[src/hdl/smau_pkg.sv]
// Shared types and codes for the stack machine arithmetic unit.
package smau_pkg;

    localparam int WORD_W   = 32;
    localparam int ACTION_W = 3;
    localparam int STATUS_W = 2;
    localparam int DEPTH_W  = 11;

    localparam logic [ACTION_W-1:0] ACT_PUSH = 3'd0;
    localparam logic [ACTION_W-1:0] ACT_ADD  = 3'd1;
    localparam logic [ACTION_W-1:0] ACT_SUB  = 3'd2;
    localparam logic [ACTION_W-1:0] ACT_DIV  = 3'd3;
    localparam logic [ACTION_W-1:0] ACT_MUL  = 3'd4;
    localparam logic [ACTION_W-1:0] ACT_NOP  = 3'd5;

    localparam logic [STATUS_W-1:0] ST_OK      = 2'd0;
    localparam logic [STATUS_W-1:0] ST_SHORT   = 2'd1;
    localparam logic [STATUS_W-1:0] ST_DIVZERO = 2'd2;
    localparam logic [STATUS_W-1:0] ST_FULL    = 2'd3;

    typedef struct packed {
        logic [ACTION_W-1:0]      action;
        logic signed [WORD_W-1:0] push_value;
    } req_t;

    typedef struct packed {
        logic [STATUS_W-1:0]      status;
        logic signed [WORD_W-1:0] top_value;
        logic [DEPTH_W-1:0]       depth;
    } rsp_t;

endpackage

[src/hdl/smau_div.sv]
// Iterative signed divider, one quotient bit per cycle, truncating toward zero.
module smau_div
    import smau_pkg::*;
(
    input  logic              clk,
    input  logic              rst_n,
    input  logic              start,
    input  logic [WORD_W-1:0] dividend,
    input  logic [WORD_W-1:0] divisor,
    output logic              done,
    output logic [WORD_W-1:0] quotient
);

    localparam int CNT_W = $clog2(WORD_W + 1);

    logic [CNT_W-1:0]  cnt_reg, cnt_next;
    logic              done_reg, done_next;
    logic [WORD_W-1:0] rem_reg, rem_next;
    logic [WORD_W-1:0] quo_reg, quo_next;
    logic [WORD_W-1:0] den_reg, den_next;
    logic              neg_reg, neg_next;
    logic [WORD_W:0]   rem_shift;
    logic [WORD_W:0]   diff;

    assign rem_shift = {rem_reg, quo_reg[WORD_W-1]};
    assign diff      = rem_shift - {1'b0, den_reg};

    always_comb
    begin
        cnt_next  = cnt_reg;
        done_next = 1'b0;
        rem_next  = rem_reg;
        quo_next  = quo_reg;
        den_next  = den_reg;
        neg_next  = neg_reg;
        if (start)
        begin
            // Work on magnitudes; the most negative value maps to 2^31 unsigned.
            rem_next = '0;
            quo_next = dividend[WORD_W-1] ? (~dividend + 1'b1) : dividend;
            den_next = divisor[WORD_W-1] ? (~divisor + 1'b1) : divisor;
            neg_next = dividend[WORD_W-1] ^ divisor[WORD_W-1];
            cnt_next = CNT_W'(WORD_W);
        end
        else if (cnt_reg != '0)
        begin
            if (!diff[WORD_W])
            begin
                rem_next = diff[WORD_W-1:0];
                quo_next = {quo_reg[WORD_W-2:0], 1'b1};
            end
            else
            begin
                rem_next = rem_shift[WORD_W-1:0];
                quo_next = {quo_reg[WORD_W-2:0], 1'b0};
            end
            cnt_next = cnt_reg - 1'b1;
            if (cnt_reg == CNT_W'(1))
            begin
                done_next = 1'b1;
            end
        end
    end

    always_ff @(posedge clk or negedge rst_n)
    begin
        if (!rst_n)
        begin
            cnt_reg  <= '0;
            done_reg <= 1'b0;
        end
        else
        begin
            cnt_reg  <= cnt_next;
            done_reg <= done_next;
        end
    end

    always_ff @(posedge clk)
    begin
        rem_reg <= rem_next;
        quo_reg <= quo_next;
        den_reg <= den_next;
        neg_reg <= neg_next;
    end

    assign done     = done_reg;
    assign quotient = neg_reg ? (~quo_reg + 1'b1) : quo_reg;

endmodule

[config.mk]
export PLATFORM = sky130hd
export DESIGN_NAME = smau_div
export DESIGN_NICKNAME = d
export VERILOG_FILES = /design/src/hdl/smau_pkg.sv /design/src/hdl/smau_div.sv
export SDC_FILE = /design/constraint.sdc
export NUM_CORES = 1
export LEC_CHECK = 0
export ABC_AREA = 1
export BUFFER_PORTS_ARGS = -buffer_cell sky130_fd_sc_hd__clkbuf_2
export CORE_MARGIN = 5
export CORE_UTILIZATION = 51
export CTS_BUF_LIST = sky130_fd_sc_hd__clkbuf_8
export CTS_CLUSTER_SIZE = 12
export DETAILED_ROUTE_END_ITERATION = 6
export GPL_TIMING_DRIVEN = 0
export PLACE_DENSITY = 0.77
export SKIP_CTS_REPAIR_TIMING = 1
export SYNTH_ARGS = -nofsm -noshare
export SYNTH_HDL_FRONTEND = slang
export SYNTH_SLANG_ARGS = --single-unit
export TNS_END_PERCENT = 5
[constraint.sdc]
create_clock -name clk -period 3 [get_ports clk]
set_input_delay 0.6 -clock clk [delete_from_list [all_inputs] [get_ports clk]]
set_output_delay 0.6 -clock clk [all_outputs]
set_load 0.01 [all_outputs]
==> impl_metrics.tcl, run 1 <==
set metrics [dict create \
    required_ns 2.40 \
    ant_nets 0 \
    root_buffer "clkbuf_8" \
    worstPathCellList "inv_2, ha_2, nand2_2, nor2_2, nand2_1, nor2_2, inv_1, nor2_4, nand2_1, o21ai_1, xor2_1, clkbuf_2" \
    worst-setup-path-type "reg2out" \
    core_mm2 0.0180 \
    swShare_pct 38.5 \
    p_leak_nw 5.54 \
    r2r-start "quo_reg[31]" \
    drtIter0Drc 711 \
    dieArea_mm2 0.0212 \
    synth_seq_cells 104 \
    fin_util_pct 57.5 \
    dp_slack_ns -0.123 \
    grt.total_usage_pct 23.8 \
    start_util_pct 51.9 \
    worstPathArrival_ns 2.36 \
    violations "design-rule violations" \
    ys_warn_count 0 \
    status "finished, violations left" \
    switchingPower_w 0.00162 \
    clk_pin_slew_ns 0.11 \
    route.vias.total 9236 \
    syn_nets 1581 \
    synth_top_area_share_pct 20.9 \
    cts_tree "built" \
    overflow 0 \
    vias_per_cell 5.08 \
    firstDrtPassIters 7 \
    wl_um 25700 \
    drc_errors 5 \
    critical_path_buf_inv_count 3 \
    syn2layout_area_growth_pct 10.7 \
    htree_levels 3 \
    syn_avg_cell_area_um2 6.34 \
    p_clk_share_pct 19.0 \
    ys_seq_area_share_pct 29.6 \
    grt_max_degree 37 \
    synthCells 1476 \
    grt_pass1_vias 8855 \
    avgRoutedWirePerCell_um 14.1 \
    synth_cell_types 47 \
    synth_top_cell_by_area "edfxtp_1" \
    nets 1689 \
    die_w_um 145 \
    p_int_w 0.00260 \
    slowest_delay_ns 0.42 \
    num_rows 49 \
    crit_slowest_cell "edfxtp_1" \
    max_freq_mhz 338 \
    fin_ws_ns 0.0382 \
    cp-end-kind "output port" \
    clock_path_buffers 2 \
    portBuffers 98 \
    clock_sinks 104 \
    fin_skew_ns 0.0168 \
    grt_setup_unrepaired "true" \
    p_per_area_mw_per_mm2 407 \
    drive_gt1_share_pct 11.1 \
    reg2reg_slack_ns 0.23 \
    ff2ff_path_depth 18 \
    fin_cells 1818 \
    cp_max_fo 4 \
    synthTopCellsByArea "edfxtp_1, nand2_1, inv_1" \
    combPwrFrac_pct 36.1 \
    startpoint_type "register" \
    hp-class "in2async" \
    gp_congestion 0.934 \
    insertion_delay_ns 0.39 \
    seqPwrFrac_pct 44.9 \
    layout_commonest_cell "nand2_1" \
    dp.cells 1803 \
    syn_area_mm2 0.00936 \
    n_fill_cell 1777 \
    max_slew_margin_pct 17.2 \
    antenna_found_initial 1 \
    post-route-period-util_pct 98.7 \
    setup_viol 0 \
    r2r-end "rem_reg[21]" \
    grt_pass1_wl_um 41900 \
    finalPower_w 0.00422 \
    die_y_um 145 \
    ir_drop_uv 285 \
    fin_tns_setup_ns 0 \
    period_needed_ns 2.96 \
    hold_viol_final 0 \
    cp_top_family "simple AND/OR/NAND/NOR gates" \
    maxCapViolCount 0 \
    antennaDiodeCount 0 \
    cts_buffers 9 \
    ioPinCount 100 \
    final_cell_mix "nand2_1, inv_1, nor2_1" \
    dpl.hpwl_um 21200 \
    slew_viol_final 0 \
    worstMarginPinSlew_ns 1.24 \
]
==> layout make-up <==
| cell class | count | area [um2] | share of cell area (%) |
|---|---|---|---|
| clock inverters | 6 | 30.0 | 0.290 |
| repair buffers | 98 | 490 | 4.73 |
| plain buffers | 27 | 149 | 1.44 |
| well taps | 229 | 287 | 2.77 |
| flip-flops and latches | 104 | 2770 | 26.7 |
| clock buffers | 10 | 138 | 1.33 |
| multi-input cells | 1056 | 5420 | 52.3 |
| inverters | 288 | 1080 | 10.5 |
==> layer usage <==
metal / up-vias / wire, um / share of wire, % / GRT usage [%]
met5: - / 20 / 0.078 / 0
met4: 2 / 607 / 2.4 / 7.37
met3: 37 / 1370 / 5.3 / 3.71
met2: 252 / 12300 / 48 / 42.7
met1: 4182 / 11400 / 44 / 29.4
li1: 4763 / - / - / -
==> worst max-delay path by stage <==
stage | from | cells past startpoint | slack [ns] | end
after floorplan | quo_reg[0] | 11 | 0.63 | quotient[24]
after global placement | start | 3 | -0.12 | quo_reg[0]
after detailed placement | start | 3 | -0.12 | quo_reg[0]
after CTS | quo_reg[0] | 12 | -0.22 | quotient[24]
after global routing | quo_reg[4] | 11 | -0.11 | quotient[31]
final | quo_reg[0] | 12 | 0.04 | quotient[24]
==> cells by family (layout without fill, tap and decap cells) <==
family / count (synthesis) / in the layout / share of synthesized area [%]
fa+ha+maj: 38 / 38 / 5.16
compound gates: 103 / 103 / 5.89
simple gates: 823 / 823 / 37.6
buf+inv: 316 / 429 / 13.2
flops: 104 / 104 / 29.6
xor+xnor: 92 / 92 / 8.61
==> cell usage after synthesis, drive strengths merged <==
master / n
dfrtp: 7
buf: 9
nor2: 136
o21bai: 3
o21ai: 60
a21o: 1
a21oi: 27
and3: 2
inv: 286
fa: 1
a31oi: 6
nor4: 1
or4: 1
clkbuf: 19
nand2: 507
and2: 9
nor3: 26
o211ai: 2
xnor2: 34
dfxtp: 32
clkinv: 2
edfxtp: 65
a211oi: 1
xor2: 58
ha: 37
o22ai: 3
nand4: 24
nand3: 104
nand3b: 4
or2: 9
==> power groups by stage <==
stage          registers (W)  clock network (W)  logic, W
2_1_floorplan        0.00188                  0   0.00100
3_3_place_gp         0.00191                  0   0.00147
3_5_place_dp         0.00191                  0   0.00149
4_1_cts              0.00188           0.000822   0.00150
5_1_grt              0.00192           0.000868   0.00170
6_report             0.00189           0.000804   0.00152
==> worst register-to-register path: stages, from the launching register on <==
cell and delay [ns]:
edfxtp_1 0.35, inv_1 0.12, ha_1 0.26, fa_1 0.43
inv_2 0.10, nand2_1 0.07, nand2_1 0.11, nand3_1 0.09
nand2_2 0.13, nand2_1 0.08, nand2_2 0.13, nand2_4 0.09
nand2_4 0.08, nand2_4 0.09, nand2_8 0.12, buf_8 0.16
nand2_1 0.11, nand3_1 0.09, nand2_1 0.05
==> per-stage QoR <==
step	hold WS (ns)	cell area [um2]
after floorplan	0.304	9360
after CTS	0.0361	10300
final	0.0464	10400
after global placement	0.461	10100
after detailed placement	0.464	10100
after global routing	0.0375	10400
No activity file was read; power rests on OpenSTA's default activity.
==> run 2: changes to the inputs <==
==> constraint.sdc (replaced) <==
create_clock -name clk -period 3 [get_ports clk]
set_input_delay 0.6 -clock clk [delete_from_list [all_inputs] [get_ports clk]]
set_output_delay 0.6 -clock clk [all_outputs]
set_load 0.005 [all_outputs]
==> impl_metrics.tcl, run 2 (synthesis gave the netlist of run 1 again) <==
set metrics [dict create \
    dp.cells 1803 \
    gp_congestion 0.934 \
    status "finished clean" \
    clock_path_buffers 2 \
    setup_viol 0 \
    cp_max_fo 10 \
    holdWs_ns 0.0460 \
    crit_slowest_cell "edfxtp_1" \
    drtIter0Drc 710 \
    cts_buffers 9 \
    dpl.hpwl_um 21200 \
    seqPwrFrac_pct 45.5 \
    period_needed_ns 2.92 \
    nets 1689 \
    cp-end-kind "output port" \
    use_met3_pct 3.71 \
    critical_path_buf_inv_count 3 \
    drive_gt1_share_pct 11.0 \
    avgRoutedWirePerCell_um 14.1 \
    wl_um 25700 \
    layout_commonest_cell "nand2_1" \
    hold_viol_final 0 \
    startpoint_type "register" \
    fin_ws_ns 0.0756 \
    worstMarginPinSlew_ns 1.24 \
    slowest_delay_ns 0.63 \
    grt_setup_unrepaired "true" \
    fin_tns_setup_ns 0 \
    num_rows 49 \
    use_met2_pct 42.7 \
    fin_cells 1818 \
    final_cell_mix "nand2_1, inv_1, nor2_1" \
    ir_drop_uv 284 \
    use_met1_pct 29.4 \
    clock_sinks 104 \
    core_mm2 0.0180 \
    p_per_area_mw_per_mm2 402 \
    portBuffers 98 \
    n_fill_cell 1779 \
    root_buffer "clkbuf_8" \
    ioPinCount 100 \
    syn2layout_area_growth_pct 10.6 \
    grt.total_usage_pct 23.8 \
    worstPathArrival_ns 2.32 \
    dieArea_mm2 0.0212 \
    fin_skew_ns 0.0165 \
    grt_pass1_wl_um 41900 \
    post-route-period-util_pct 97.5 \
    drc_errors 0 \
    start_util_pct 51.9 \
    switchingPower_w 0.00156 \
    dp_slack_ns -0.123 \
    cp_top_family "buffers and inverters" \
    clk_pin_slew_ns 0.11 \
    p_clk_share_pct 19.3 \
    grt_max_degree 37 \
    route.vias.total 9241 \
    antennaDiodeCount 0 \
    overflow 0 \
    worst-setup-path-type "reg2out" \
    vias_per_cell 5.08 \
    hp-class "in2async" \
    place_area_mm2 0.0101 \
    worstPathCellList "clkinvlp_4, clkbuf_1, nor2_1, xor2_1, clkbuf_2" \
    p_leak_nw 5.54 \
    required_ns 2.40 \
    fin_area_mm2 0.0104 \
    combPwrFrac_pct 35.2 \
    htree_levels 3 \
    p_int_w 0.00259 \
    ant_nets 0 \
    firstDrtPassIters 6 \
    top_usage_layer "met2" \
    cts_tree "built" \
    grt_pass1_vias 8855 \
    swShare_pct 37.6 \
    insertion_delay_ns 0.39 \
    max_slew_margin_pct 16.9 \
    maxCapViolCount 0 \
    max_freq_mhz 342 \
    slew_viol_final 0 \
    die_w_um 145 \
    antenna_found_initial 1 \
    die_y_um 145 \
]
==> run 2: worst reg2reg max path, cell delays in order, from the launching register on <==
cell and delay [ns]:
edfxtp_1 0.35, inv_1 0.12, ha_1 0.26, fa_1 0.43, inv_2 0.10, nand2_1 0.07
nand2_1 0.12, nand3_1 0.09, nand2_2 0.13, nand2_1 0.08, nand2_2 0.12, nand2_4 0.09
nand2_4 0.08, nand2_4 0.09, nand2_8 0.12, buf_8 0.16, nand2_1 0.11, nand3_1 0.09
nand2_1 0.05
==> run 2: routing by layer <==
layer,vias up,wire length [um]
met5,-,20
li1,4767,-
met3,35,1350
met1,4185,11400
met4,2,618
met2,252,12300
==> run 2: layout make-up <==
cell class	count	area, um2	share of cell area (%)
Inverter	288	1080	10.5
Sequential cell	104	2770	26.7
Tap cell	229	287	2.77
Timing Repair Buffer	98	490	4.74
Clock inverter	6	30.0	0.290
Multi-Input combinational cell	1056	5410	52.2
Buffer	27	149	1.44
Clock buffer	10	138	1.33
==> run 2: final timing paths <==
check,from,endpoint,slack [ns],cells after the start
min reg2reg,rem_reg[21],rem_reg[21],0.48,2
max reg2reg,quo_reg[31],rem_reg[21],0.24,18
min in group clk,divisor[0],den_reg[0],0.43,1
max in group asynchronous,rst_n,cnt_reg[1],2.75,1
min,rst_n,cnt_reg[3],0.05,1
max,neg_reg,quotient[17],0.08,5
==> run 2: through the flow <==
step	utilization, %	power, W
2_1_floorplan	-	0.00282
3_3_place_gp	56.2	0.00332
3_5_place_dp	56.2	0.00335
4_1_cts	57.2	0.00415
5_1_grt	57.4	0.00443
6_report	57.4	0.00416
==> run 2: power by group through the flow <==
stage	clock network [W]	registers (W)	logic [W]
2_1_floorplan	0	0.00188	0.000943
3_3_place_gp	0	0.00191	0.00142
3_5_place_dp	0	0.00191	0.00143
4_1_cts	0.000822	0.00188	0.00145
5_1_grt	0.000868	0.00192	0.00164
6_report	0.000801	0.00189	0.00146
==> run 3: changes to the inputs <==
--- a/config.mk
+++ b/config.mk
@@ -6,14 +6,16 @@
 export NUM_CORES = 1
 export LEC_CHECK = 0
 export ABC_AREA = 1
-export BUFFER_PORTS_ARGS = -buffer_cell sky130_fd_sc_hd__clkbuf_2
 export CORE_MARGIN = 5
 export CORE_UTILIZATION = 51
 export CTS_BUF_LIST = sky130_fd_sc_hd__clkbuf_8
+export CTS_CLUSTER_DIAMETER = 60
 export CTS_CLUSTER_SIZE = 12
 export DETAILED_ROUTE_END_ITERATION = 6
+export DONT_BUFFER_PORTS = 1
+export GPL_ROUTABILITY_DRIVEN = 0
 export GPL_TIMING_DRIVEN = 0
-export PLACE_DENSITY = 0.77
+export PLACE_DENSITY = 0.72
 export SKIP_CTS_REPAIR_TIMING = 1
 export SYNTH_ARGS = -nofsm -noshare
 export SYNTH_HDL_FRONTEND = slang
==> impl_metrics.tcl, run 3 (synthesis gave the netlist of run 1 again) <==
set metrics [dict create \
    regArea_mm2 0.00277 \
    dpl.hpwl_um 20900 \
    n_fill_cell 1854 \
    grt_pass1_vias 8557 \
    critical_path_buf_inv_count 2 \
    max_slew_margin_pct 16.1 \
    cp_top_family "simple AND/OR/NAND/NOR gates" \
    portBuffers 0 \
    ioPinCount 100 \
    final_cell_mix "nand2_1, inv_1, nor2_1" \
    worst-setup-path-type "reg2out" \
    r2r-start "quo_reg[31]" \
    start_util_pct 51.9 \
    setup_viol 0 \
    fin_tns_setup_ns 0 \
    reg2reg_slack_ns 0.15 \
    holdWs_ns 0.311 \
    worstPathCellList "inv_2, ha_1, nand2_1, nor2_2, nand2_1, nor2_2, inv_1, nor2_4, nand2_1, o21ai_2, xor2_2" \
    startpoint_type "register" \
    clk_pin_slew_ns 0.11 \
    max_freq_mhz 349 \
    status "finished clean" \
    syn2layout_area_growth_pct 6.40 \
    core_mm2 0.0180 \
    slew_viol_final 0 \
    r2r-end "rem_reg[17]" \
    cts_tree "built" \
    htree_levels 3 \
    antenna_found_initial 0 \
    slowest_delay_ns 0.43 \
    overflow 0 \
    clock_path_buffers 2 \
    hp-start "divisor[0]" \
    grt.total_usage_pct 23.6 \
    grt_setup_unrepaired "true" \
    drive_gt1_share_pct 5.23 \
    insertion_delay_ns 0.39 \
    required_ns 2.40 \
    wl_um 25300 \
    crit_slowest_cell "edfxtp_1" \
    period_needed_ns 2.87 \
    dieArea_mm2 0.0212 \
    dp.cells 1705 \
    cp_max_fo 4 \
    ant_nets 0 \
    cp-end-kind "output port" \
    avgRoutedWirePerCell_um 14.7 \
    fin_cells 1721 \
    hp-class "in2reg" \
    grt_pass1_wl_um 41000 \
    firstDrtPassIters 5 \
    fin_skew_ns 0.0138 \
    p_per_area_mw_per_mm2 428 \
    drtIter0Drc 699 \
    finalPower_w 0.00426 \
    grt_max_degree 37 \
    ir_drop_uv 237 \
    worstPathArrival_ns 2.27 \
    antennaDiodeCount 0 \
    maxCapViolCount 0 \
    cts_buffers 9 \
    p_leak_nw 5.17 \
    num_rows 49 \
    root_buffer "clkbuf_8" \
    min_to "den_reg[0]" \
    route.vias.total 8882 \
    nets 1592 \
    post-route-period-util_pct 95.6 \
    drc_errors 0 \
    clock_sinks 104 \
    multi_input_area_mm2 0.00542 \
    hold_depth 0 \
    die_w_um 145 \
    vias_per_cell 5.16 \
    die_y_um 145 \
    ff2ff_path_depth 18 \
    layout_commonest_cell "nand2_1" \
    worstMarginPinSlew_ns 1.26 \
    hold_viol_final 0 \
    cpMostUsedCell "nand2_1" \
]
run 3: how the worst max path moves through the flow:
stage,start,end,slack (ns),cells after the start
6_report,quo_reg[0],quotient[24],0.13,11
5_1_grt,quo_reg[0],quotient[24],-0.07,11
4_1_cts,quo_reg[0],quotient[24],-0.17,11
3_5_place_dp,quo_reg[31],rem_reg[17],0.21,18
3_3_place_gp,quo_reg[31],rem_reg[17],0.26,18
2_1_floorplan,quo_reg[0],quotient[24],0.70,11
run 3: final cells by class:
class,count,share of cell area (%)
Inverter,288,10.9
Buffer,27,1.49
Clock buffer,9,1.24
Multi-Input combinational cell,1056,54.4
Sequential cell,104,27.8
Clock inverter,7,1.24
Tap cell,229,2.88
Timing Repair Buffer,1,0.100
run 3: through the flow:
stage | cell area (um2) | utilization (%) | setup WS [ns]
final | 9960 | 55.3 | 0.132
after global routing | 9960 | 55.3 | -0.0684
after CTS | 9900 | 54.9 | -0.174
after detailed placement | 9650 | 53.5 | 0.211
after global placement | 9650 | 53.5 | 0.257
after floorplan | 9360 | - | 0.701
run 3: per-layer routing:
layer / wire (um) / vias to the layer above / part of all wire [%] / track usage (%)
li1: - / 4568 / - / -
met1: 10400 / 3982 / 41 / 27.3
met2: 12000 / 278 / 47 / 41.4
met3: 1910 / 54 / 7.5 / 6.32
met4: 1030 / 0 / 4.1 / 9.19
met5: 0 / - / 0 / 0
run 3: report_power, final:
group | leakage, nW | switching (W) | internal [W]
Clock | 0.121 | 0.000544 | 0.000564
Combinational | 4.03 | 0.000841 | 0.000412
Sequential | 1.02 | 0.000151 | 0.00175
Total | 5.17 | 0.00154 | 0.00272
